**config.mk**
```make
export PLATFORM = sky130hd
export DESIGN_NAME = gcea_fifo
export DESIGN_NICKNAME = d
export VERILOG_FILES = /design/src/rtl/core/gcea_pkg.sv /design/src/rtl/core/gcea_fifo.sv
export SDC_FILE = /design/constraint.sdc
export NUM_CORES = 1
export LEC_CHECK = 0
export BUFFER_PORTS_ARGS = -buffer_cell sky130_fd_sc_hd__clkbuf_2
export CAP_MARGIN = 0
export CORE_UTILIZATION = 56
export DETAILED_ROUTE_END_ITERATION = 12
export GPL_ROUTABILITY_DRIVEN = 1
export GPL_TIMING_DRIVEN = 0
export PLACE_DENSITY = 0.85
export SETUP_SLACK_MARGIN = 0.3
export SYNTH_ARGS = -nofsm -noshare
export SYNTH_HDL_FRONTEND = slang
export SYNTH_SLANG_ARGS = --single-unit
```
**constraint.sdc**
```tcl
create_clock -name clk -period 10.5 [get_ports clk]
set_input_delay 0 -clock clk [delete_from_list [all_inputs] [get_ports clk]]
set_output_delay 0 -clock clk [all_outputs]
set_load 0.1 [all_outputs]
```
**src/rtl/core/gcea_pkg.sv**
```systemverilog
package gcea_pkg;

  // Field widths
  localparam int SIZE_W     = 9;
  localparam int CAP_W      = 32;
  localparam int ENERGY_W   = 60;
  localparam int PSUM_W     = CAP_W + 2;
  localparam int CFG_INDEX_W = 2;

  // Defaults handed to the module parameters
  localparam int DEF_MAX_X    = 256;
  localparam int DEF_MAX_Y    = 256;
  localparam int DEF_MAX_Z    = 256;
  localparam int DEF_CAP_BITS = 32;
  localparam int FIFO_DEPTH   = 2;

  // Register reset values
  localparam logic [SIZE_W-1:0]   SIZE_RESET  = 9'd256;
  localparam logic [ENERGY_W-1:0] LIMIT_RESET = {ENERGY_W{1'b1}};

  // Configuration register indexes
  typedef enum logic [CFG_INDEX_W-1:0] {
    REG_GRID_WIDTH   = 2'd0,
    REG_GRID_HEIGHT  = 2'd1,
    REG_GRID_DEPTH   = 2'd2,
    REG_ENERGY_LIMIT = 2'd3
  } reg_index_t;

  // Grid dimensions as written
  typedef struct packed {
    logic [SIZE_W-1:0] nx;
    logic [SIZE_W-1:0] ny;
    logic [SIZE_W-1:0] nz;
  } grid_size_t;

  // One classified node: prefix sums of its energy terms in addition order
  typedef struct packed {
    logic              first;
    logic              done;
    logic [PSUM_W-1:0] p1;
    logic [PSUM_W-1:0] p2;
    logic [PSUM_W-1:0] p3;
    logic [PSUM_W-1:0] p4;
  } queue_item_t;

  // Clamp a size register: zero acts as one, above the maximum acts as the maximum
  function automatic int unsigned eff_size(logic [SIZE_W-1:0] v, int unsigned maxv);
    int unsigned r;
    r = int'(v);
    if (r == 0) begin
      r = 1;
    end else if (r > maxv) begin
      r = maxv;
    end
    return r;
  endfunction

endpackage

```
**src/rtl/core/gcea_fifo.sv**
```systemverilog
module gcea_fifo #(
  parameter int DEPTH = gcea_pkg::FIFO_DEPTH
) (
  input  logic                  clk,
  input  logic                  rst,
  input  logic                  in_valid,
  output logic                  full,
  input  gcea_pkg::queue_item_t in_item,
  output logic                  empty,
  input  logic                  out_pop,
  output gcea_pkg::queue_item_t out_item
);

  import gcea_pkg::*;

  localparam int AW  = (DEPTH > 1) ? $clog2(DEPTH) : 1;
  localparam int CNW = $clog2(DEPTH + 1);

  queue_item_t    entries [DEPTH];
  logic [AW-1:0]  wr_ptr, rd_ptr;
  logic [CNW-1:0] count;
  logic           do_wr, do_rd;

  assign full     = (count == CNW'(DEPTH));
  assign empty    = (count == '0);
  assign do_wr    = in_valid && !full;
  assign do_rd    = out_pop && !empty;
  assign out_item = entries[rd_ptr];

  // Store the incoming node
  always_ff @(posedge clk) begin
    if (do_wr) begin
      entries[wr_ptr] <= in_item;
    end
  end

  // Advance pointers and occupancy
  always_ff @(posedge clk) begin
    if (rst) begin
      wr_ptr <= '0;
      rd_ptr <= '0;
      count  <= '0;
    end else begin
      if (do_wr) begin
        wr_ptr <= (wr_ptr == AW'(DEPTH - 1)) ? '0 : wr_ptr + AW'(1);
      end
      if (do_rd) begin
        rd_ptr <= (rd_ptr == AW'(DEPTH - 1)) ? '0 : rd_ptr + AW'(1);
      end
      if (do_wr && !do_rd) begin
        count <= count + CNW'(1);
      end else if (do_rd && !do_wr) begin
        count <= count - CNW'(1);
      end
    end
  end

`ifndef NO_ASSERTIONS
  a_count_up: assert property (@(posedge clk) disable iff (rst)
    (do_wr && !do_rd) |=> (count == $past(count) + CNW'(1)))
    else $error("queue occupancy did not follow a lone write");
`endif

endmodule

```
==> results.py <==
metrics = {
    "cells_and_area": {
        "final_common_cell": "clkbuf_2",
        "mostFrequentLayoutCells": "clkbuf_2, edfxtp_1, dlygate4sd3_1",
        "drive_gt1_frac": 0.513,
        "num_antenna_cells": 0,
        "utilization": 0.808,
        "fin_nets": 1050,
        "area_delta_synth_final_pct": 39.3,
        "fillCellCount": 841,
    },
    "worst_hold_path": {
        "hp-class": "primary input to register",
        "hold_path_depth": 2,
    },
    "power": {
        "power_mw": 4.41,
        "p_leak_nw": 5.44,
        "vdd_drop_max_v": 0.000302,
        "p_per_area_mw_per_mm2": 311,
    },
    "synth": {
        "synth_seq_cells": 281,
        "synth_cells": 454,
        "synth_warnings": 0,
        "postSynthAreaPerCell_um2": 22.4,
        "ys_types": 15,
        "synth-seq-area-share": 0.824,
        "synth_fp_nets": 597,
        "synth_area_mm2": 0.0102,
    },
    "routing": {
        "vias_per_cell": 5.29,
        "drc": 0,
        "routed_wl_um": 24100,
        "wl_per_cell_um": 21.0,
        "drtPass1Iterations": 5,
        "num_vias": 6097,
        "ant_nets": 0,
        "drtIter0Drc": 289,
    },
    "clock_tree": {
        "clk_latency_ps": 520,
        "cts-resized-gates": 0,
        "clock-sinks": 281,
        "cts_buffer_depth": 3,
        "cts_root_buf": "clkbuf_16",
        "postCtsSetupRepairBufs": 0,
        "htreeDepth": 1,
        "cts_tree": "done",
        "numCtsBuffers": 27,
        "clkTransAtPathRegs_ps": 60,
    },
    "timing": {
        "worst_slew_pin_slew_ps": 971,
        "setup_viol": 0,
        "maxSlewViolCount": 0,
        "hold_ws_ps": 209,
        "hold_viol_final": 0,
        "slew_headroom": 0.353,
        "min_period_ps": 2360,
        "fin_skew_ps": 14.5,
        "finalCritPeriodShare": 0.225,
        "max_freq_mhz": 424,
        "rsz0062_at_grt": "no",
        "setup_tns_ps": 0,
    },
    "grt": {
        "antenna_found_initial": 0,
        "grt_max_degree": 73,
        "track_usage": 0.255,
        "grt_pass1_vias": 6405,
        "grt_pass1_wl_um": 35000,
        "overflow": 0,
    },
    "worst_setup_path": {
        "worstPathRequired_ps": 10670,
        "crit_type": "register to register",
        "crit_arrival_ps": 2520,
        "rr_worst_depth": 4,
        "startpoint_type": "register",
        "cp_max_fo": 72,
        "end_kind": "register",
    },
    "place": {
        "dp_hpwl_um": 13200,
        "globalplace.congestion": 0.720,
        "io_buffer_count": 281,
    },
    "floorplanning": {
        "fp.dieH_um": 137,
        "start_util": 0.580,
        "fp.coreArea_mm2": 0.0175,
        "die_area_mm2": 0.0187,
        "dieWidth_um": 137,
        "rows": 48,
        "pin_count": 282,
    },
    "run": {
        "maxCapViolCount": 0,
    },
    "run_status": {
        "outcome": "finished, final reports clean",
    },
}
==> worst paths after layout <==
kind	slack, ps	start	end
worst max-delay path	8140	count[0]$_SDFFE_PP0P_	entries[1][92]$_DFFE_PP_
worst min-delay path	210	in_item[47]	entries[1][47]$_DFFE_PP_
worst max register to register	8140	count[0]$_SDFFE_PP0P_	entries[1][92]$_DFFE_PP_
worst min register to register	540	wr_ptr$_SDFFE_PP0P_	wr_ptr$_SDFFE_PP0P_
==> metal layers <==
layer | GRT usage | routed length (µm)
met2 | 0.464 | 12900
met5 | 0 | 0
met4 | 0.0879 | 671
met3 | 0.0522 | 1830
met1 | 0.299 | 8750
==> synthesized netlist by cell type (all sizes together) <==
master  number  area [µm²]
ha           1        12.5
or3          2        12.5
o21ai        3        15.0
nor2         5        18.8
inv          2        7.51
a21oi        2        10.0
xor2         3        26.3
and2         1        6.26
mux2       138        1550
dfxtp        5         100
edfxtp     276        8290
nor2b        1        8.76
buf         15         115
==> state kept, by name (all words and copies together), names as in the netlist, named ones only <==
name and flops:
rd_ptr 1, entries 276, count 2, wr_ptr 1
==> final cells by class <==
type                            instances  area (µm²)  area share
Timing Repair Buffer                  424        2870       0.203
Buffer                                 15         115     0.00812
Tap cell                              225         282      0.0199
Sequential cell                       281        8390       0.592
Clock inverter                          9        77.6     0.00548
Multi-Input combinational cell        156        1670       0.118
Inverter                                2        12.5    0.000883
Clock buffer                           40         754      0.0532
==> kinds of logic after synthesis <==
kind of cell             count (synthesis)  share of synthesized area
flip-flops                             281                      0.824
AO/OA/AOI/OAI                            5                    0.00246
multiplexers                           138                      0.153
XOR/XNOR                                 3                    0.00258
adder cells (fa/ha/maj)                  1                    0.00123
AND/OR/NAND/NOR                          9                    0.00455
buffers and inverters                   17                     0.0121
==> repair_timing <==
action,4_1_cts,5_1_grt
endpoints found under the setup margin,0,0
hold buffers,141,0
endpoints found under the hold margin,281,0
==> worst max-delay path, cell delays in order, from the launching register on <==
cell and delay, ps:
dfxtp_1 460, nor2b_2 110, nor2_1 180, and2_4 790
buf_16 400
==> through the flow <==
stage	instances	setup slack, ps	instance area, µm²
finish	1152	8140	14200
global route	1152	8020	14200
CTS	1152	8190	14200
detailed placement	962	8190	11900
global placement	960	4890	11900
floorplan	454	5940	10200
==> where the power goes <==
part	total [mW]	switching, mW	internal, mW
Clock	0.911	0.389	0.522
Sequential	1.45	0.0417	1.41
Combinational	2.05	1.66	0.385
Total	4.41	2.09	2.32
No activity file was read; power rests on OpenSTA's default activity.
