## config.mk

```make
export PLATFORM = sky130hd
export DESIGN_NAME = gcea_back
export DESIGN_NICKNAME = d
export VERILOG_FILES = /design/src/rtl/core/gcea_pkg.sv /design/src/rtl/core/gcea_back.sv
export SDC_FILE = /design/constraint.sdc
export NUM_CORES = 1
export LEC_CHECK = 0
export BUFFER_PORTS_ARGS = -buffer_cell sky130_fd_sc_hd__clkbuf_2
export CORE_MARGIN = 2
export CORE_UTILIZATION = 60
export CTS_CLUSTER_SIZE = 16
export DETAILED_ROUTE_END_ITERATION = 12
export HOLD_SLACK_MARGIN = 0.08
export PLACE_DENSITY = 0.83
export SLEW_MARGIN = 5
export SYNTH_ARGS = -nofsm -noshare
export SYNTH_HDL_FRONTEND = slang
export SYNTH_SLANG_ARGS = --single-unit
export TNS_END_PERCENT = 1
```

## constraint.sdc

```tcl
create_clock -name clk -period 10.5 [get_ports clk]
set_input_delay 2.1 -clock clk [delete_from_list [all_inputs] [get_ports clk]]
set_output_delay 2.1 -clock clk [all_outputs]
set_load 0.005 [all_outputs]
```

## src/rtl/core/gcea_pkg.sv

```systemverilog
package gcea_pkg;

  // Field widths
  localparam int SIZE_W     = 9;
  localparam int CAP_W      = 32;
  localparam int ENERGY_W   = 60;
  localparam int PSUM_W     = CAP_W + 2;
  localparam int CFG_INDEX_W = 2;

  // Defaults handed to the module parameters
  localparam int DEF_MAX_X    = 256;
  localparam int DEF_MAX_Y    = 256;
  localparam int DEF_MAX_Z    = 256;
  localparam int DEF_CAP_BITS = 32;
  localparam int FIFO_DEPTH   = 2;

  // Register reset values
  localparam logic [SIZE_W-1:0]   SIZE_RESET  = 9'd256;
  localparam logic [ENERGY_W-1:0] LIMIT_RESET = {ENERGY_W{1'b1}};

  // Configuration register indexes
  typedef enum logic [CFG_INDEX_W-1:0] {
    REG_GRID_WIDTH   = 2'd0,
    REG_GRID_HEIGHT  = 2'd1,
    REG_GRID_DEPTH   = 2'd2,
    REG_ENERGY_LIMIT = 2'd3
  } reg_index_t;

  // Grid dimensions as written
  typedef struct packed {
    logic [SIZE_W-1:0] nx;
    logic [SIZE_W-1:0] ny;
    logic [SIZE_W-1:0] nz;
  } grid_size_t;

  // One classified node: prefix sums of its energy terms in addition order
  typedef struct packed {
    logic              first;
    logic              done;
    logic [PSUM_W-1:0] p1;
    logic [PSUM_W-1:0] p2;
    logic [PSUM_W-1:0] p3;
    logic [PSUM_W-1:0] p4;
  } queue_item_t;

  // Clamp a size register: zero acts as one, above the maximum acts as the maximum
  function automatic int unsigned eff_size(logic [SIZE_W-1:0] v, int unsigned maxv);
    int unsigned r;
    r = int'(v);
    if (r == 0) begin
      r = 1;
    end else if (r > maxv) begin
      r = maxv;
    end
    return r;
  endfunction

endpackage

```

## src/rtl/core/gcea_back.sv

```systemverilog
module gcea_back (
  input  logic                          clk,
  input  logic                          rst,
  input  logic                          q_empty,
  output logic                          q_pop,
  input  gcea_pkg::queue_item_t         q_item,
  input  logic [gcea_pkg::ENERGY_W-1:0] energy_limit,
  output logic                          empty,
  input  logic                          pop,
  output logic [gcea_pkg::ENERGY_W-1:0] energy_sum,
  output logic                          overflow,
  output logic                          grid_done
);

  import gcea_pkg::*;

  // Running state; headroom is limit minus sum, signed
  logic                       out_valid;
  logic [ENERGY_W-1:0]        sum, sum_next, s0;
  logic                       ov, ov_next, ov0;
  logic signed [ENERGY_W:0]   h, h0, h_adv, h_fresh;
  logic                       done_r;
  logic                       advance;
  logic signed [ENERGY_W:0]   e1, e2, e3, e4;
  logic [PSUM_W-1:0]          sel;

  assign advance    = !q_empty && (!out_valid || pop);
  assign q_pop      = advance;
  assign empty      = !out_valid;
  assign energy_sum = sum;
  assign overflow   = ov;
  assign grid_done  = done_r;

  assign e1 = $signed({{(ENERGY_W + 1 - PSUM_W){1'b0}}, q_item.p1});
  assign e2 = $signed({{(ENERGY_W + 1 - PSUM_W){1'b0}}, q_item.p2});
  assign e3 = $signed({{(ENERGY_W + 1 - PSUM_W){1'b0}}, q_item.p3});
  assign e4 = $signed({{(ENERGY_W + 1 - PSUM_W){1'b0}}, q_item.p4});

  assign h_fresh = $signed({1'b0, energy_limit}) - $signed({1'b0, sum});

  // Checked accumulate: stop at the first prefix that passes the headroom
  always_comb begin
    s0  = q_item.first ? '0 : sum;
    h0  = q_item.first ? $signed({1'b0, energy_limit}) : h;
    ov0 = q_item.first ? 1'b0 : ov;
    ov_next = 1'b1;
    priority if (ov0) begin
      sel = '0;
    end else if (e1 > h0) begin
      sel = '0;
    end else if (e2 > h0) begin
      sel = q_item.p1;
    end else if (e3 > h0) begin
      sel = q_item.p2;
    end else if (e4 > h0) begin
      sel = q_item.p3;
    end else begin
      sel     = q_item.p4;
      ov_next = 1'b0;
    end
    sum_next = s0 + ENERGY_W'(sel);
    h_adv    = h0 - $signed({{(ENERGY_W + 1 - PSUM_W){1'b0}}, sel});
  end

  // Load the result register; refresh headroom while no node arrives
  always_ff @(posedge clk) begin
    if (rst) begin
      out_valid <= 1'b0;
      sum       <= '0;
      ov        <= 1'b0;
      h         <= '0;
    end else if (advance) begin
      out_valid <= 1'b1;
      sum       <= sum_next;
      ov        <= ov_next;
      h         <= h_adv;
    end else begin
      if (pop) begin
        out_valid <= 1'b0;
      end
      h <= h_fresh;
    end
  end

  always_ff @(posedge clk) begin
    if (advance) begin
      done_r <= q_item.done;
    end
  end

`ifndef NO_ASSERTIONS
  a_frozen_after_overflow: assert property (@(posedge clk) disable iff (rst)
    (advance && !q_item.first && ov) |=> (ov && (sum == $past(sum))))
    else $error("sum moved after overflow within a grid");

  a_overflow_rises_on_node: assert property (@(posedge clk) disable iff (rst)
    $rose(ov) |-> $past(advance))
    else $error("overflow raised without a node");

  a_first_bounded: assert property (@(posedge clk) disable iff (rst)
    (advance && q_item.first) |=> (sum <= $past(ENERGY_W'(q_item.p4))))
    else $error("first node of a grid did not restart the sum");
`endif

endmodule

```

==> flow_summary_export.csv <==
group,metric,value,unit
cts,cts.clk_slew.worst_paths,0.07,ns
cts,cts.sinks,124,
timing,clock.fmax,105,MHz
timing,rsz0062_at_grt,"false",
worst_setup_path,critPathCaptureType,"flop",
die,die_area,0.0316,mm²
timing,fin_ws,0.939,ns
cts,max-clock-path-buffers,2,
status,outcome,"finished clean",
route,antenna_left,0,
route,detail_route.wl_per_cell,23.4,µm
synthesis,synth.yosys.seq_area_share,13.8,%
route,dr.pass1.iters,7,
synthesis,synth_area,0.0181,mm²
synthesis,syn_inst,2405,
worst_setup_path,critPathKind,"input port to flop",
placed_design,post-place-ws,0.789,ns
placed_design,io_buffers,265,
final_layout,synthToLayoutAreaGrowth,11.5,%
timing,worst_pin_slew,1.18,ns
die,die_h,178,µm
placed_design,gp_congestion,1.03,
worst_setup_path,crit_path_max_fanout,62,
cts,ctsHtreeMaxLevel,4,
power,cellPowerDensity,130,mW/mm²
die,start_util,61.0,%
cts,root_buffer,"clkbuf_16",
worst_setup_path,rr_endpoint,"energy_sum[46]",
timing,fin_crit_sh,91.1,%
route,wl,70.6,mm
worst_setup_path,r2r_start,"h[2]",
worst_setup_path,r2r_cells,24,
synthesis,synth_seq_cells,124,
route,drt_iter0_markers,2079,
synthesis,synthArstFlopShare,0,%
route,vias,20382,
final_layout,drive_gt1_share,15.1,%
global_route,gr-usage-all-layers,43.3,%
worst_setup_path,worstPathArrival,9.90,ns
synthesis,synth_xor_area_share,6.91,%
synthesis,synth_edf_count,1,
global_route,grt_antenna_before_repair,1,
die,pin_count,266,
synthesis,synth_simple_gate_area_share,19.9,%
timing,fin_skew,0.00961,ns
cts,cts_tree,"yes",
global_route,grt.overflow.total,0,
worst_hold_path,hold_path_startpoint,"energy_sum[22]",
cts,clock_latency,0.45,ns
route,viasPerCell,6.76,
synthesis,post_synth_fa_ha_maj_area_fraction,18.6,%
cts,cts_setup_buffers,0,
timing,hold_viol,0,
cts,hold_buffers,0,
cts,ctsResizeCount,0,
timing,slew_headroom,20.3,%
timing,setup_tns,0,ns
synthesis,ys_warn_count,0,
synthesis,synth_top_family_by_area,"compound AO/OA/AOI/OAI gates",
timing,slew_viol_final,0,
die,rows,63,
worst_setup_path,crit_path_start_kind,"input port",
worst_hold_path,hp-class,"flop to flop",
route,remaining_drc_errors,0,
power,leakagePower,9.20,nW
flow_run,cap_violations,0,
worst_setup_path,ff2ff_setup_slack,3.09,ns
cts,numCtsBuffers,17,
worst_hold_path,holdPathEnd,"energy_sum[22]",
worst_hold_path,hold_path_depth,2,
die,chipWidth,178,µm
power,ir_worst_vdd,139,µV
final_layout,nets,3078,
timing,fin_crit,9.56,ns
timing,finalSetupViolations,0,
synthesis,ys.flop_type,"dfxtp_1",
synthesis,synth-compound-area-share,29.3,%
die,core-area,0.0297,mm²
global_route,grt_pass1_vias,18975,
synthesis,synthMuxAreaShare,5.44,%
global_route,grt_pass1_wl,106,mm
placed_design,dp_hpwl,57.1,mm
synthesis,synth_nets,2874,
synthesis,ys_types,97,
global_route,grt_max_degree,77,
synthesis,syn_area_per_cell,7.53,µm²
worst_setup_path,crit_required,10.84,ns
[cells in the mapped netlist (all sizes together), types with 30 or more instances]
| cell type | number | share of area, % |
|---|---|---|
| a211oi | 37 | 1.5 |
| a21o | 114 | 4.7 |
| a21oi | 237 | 6.5 |
| a221o | 34 | 1.9 |
| a221oi | 35 | 2.1 |
| buf | 38 | 1.6 |
| clkbuf | 76 | 1.6 |
| dfxtp | 123 | 14 |
| ha | 264 | 18 |
| inv | 140 | 2.9 |
| mux2i | 92 | 5.1 |
| nand2 | 206 | 4.3 |
| nand3 | 49 | 1.4 |
| nand4 | 57 | 2.0 |
| nor2 | 216 | 4.5 |
| nor2b | 30 | 1.0 |
| nor3 | 60 | 1.7 |
| o21ai | 109 | 3.1 |
| o22ai | 35 | 1.2 |
| xnor2 | 81 | 3.9 |
| xor2 | 62 | 3.0 |
[worst max-delay path by stage]
stage               cells after the start        start              to
floorplan                              30  q_item[137]  energy_sum[34]
global placement                       24  q_item[137]           h[55]
detailed placement                     24  q_item[137]           h[55]
CTS                                    24  q_item[137]           h[55]
global route                           25  q_item[137]  energy_sum[46]
finish                                 25  q_item[137]  energy_sum[46]
[placed cells by master (no fill, tap or decap), types with 12 or more instances in the layout]
cell type,Yosys,routed
inv_1,139,139
clkbuf_16,0,17
o21a_1,24,24
nor3_1,59,59
xnor2_1,81,81
a221o_1,34,34
nand2_1,204,204
o21bai_1,21,21
a21oi_1,237,237
nor4_1,18,18
a21o_1,114,114
dfxtp_1,123,123
buf_4,8,35
nor2_1,215,215
or3_1,12,12
nand3_1,49,49
o211ai_1,16,16
o22ai_1,35,35
nor2b_1,30,30
nand2b_1,15,14
a31oi_1,14,14
a211oi_1,37,37
mux2i_1,90,90
a221oi_1,22,22
and3_1,22,21
a221oi_2,13,13
xor2_1,62,62
nand4_1,57,57
o21ai_0,99,99
clkbuf_2,1,263
ha_1,264,264
[state kept, by name, indices dropped and copies added, names as in the netlist]
| name | flops |
|---|---|
| energy_sum | 60 |
| h | 61 |
| overflow | 1 |
| grid_done | 1 |
| out_valid | 1 |
[worst max-delay path, stage by stage]
cell       delay [ns]
buf_6            0.51
mux2i_1          0.76
ha_1             0.25
nand4_1          0.30
nor2_1           0.20
a211oi_1         0.07
o31ai_1          0.49
nand2_1          0.11
a31oi_1          0.30
a2bb2oi_4        0.52
mux2i_1          0.28
nor2_1           0.05
a221o_1          0.37
ha_1             0.29
fa_1             0.43
a21oi_1          0.19
o21bai_1         0.13
nor4_2           0.24
o21ai_0          0.22
a311oi_2         0.44
o21ai_2          0.19
a221oi_2         0.49
o21bai_1         0.32
nand4_1          0.18
mux2_2           0.33
[metrics by stage]
stage	power, mW	hold slack (ns)	instance area (µm²)	instances	utilization, %
after floorplan	1.57	0.461	18100	2405	-
after global placement	1.96	0.457	19600	2980	66.0
after detailed placement	1.99	0.466	19600	2980	66.0
after CTS	2.58	0.475	20200	3012	68.0
after global routing	2.78	0.508	20200	3012	68.0
final	2.63	0.478	20200	3013	68.0
[cell type report]
class                      count  area, µm²
tap                          390        488
clock buffer                  17        425
inverter                     142        533
sequential                   124       2490
timing repair buffer         299       1590
clock inverter                15        149
fill                        2607       9520
antenna                        1       2.50
multi-input combinational   2025      14500
[cells by family (layout without fill, tap and decap cells)]
| logic type | after synthesis | after routing |
|---|---|---|
| compound gates | 776 | 776 |
| xor+xnor | 143 | 143 |
| fa+ha+maj | 267 | 267 |
| buf+inv | 256 | 473 |
| flops | 124 | 124 |
| mux | 97 | 97 |
| other cells | 0 | 1 |
| simple gates | 742 | 742 |
[where the power goes]
group          internal (mW)  total [mW]  switching, mW  leakage, nW
sequential             0.529       0.567         0.0382         1.02
clock                  0.315       0.596          0.281        0.277
combinational          0.578        1.47          0.890         7.90
[routing by layer]
| metal | track usage, % | part of all wire (%) | vias to the layer above | wire length [µm] |
|---|---|---|---|---|
| li1 | - | - | 9361 | - |
| met1 | 53.8 | 39 | 9457 | 27800 |
| met2 | 67.3 | 43 | 1263 | 30200 |
| met3 | 11.4 | 11 | 299 | 7920 |
| met4 | 25.5 | 6.6 | 2 | 4620 |
| met5 | 0 | 0.021 | - | 15 |
No activity file was read; power rests on OpenSTA's default activity.
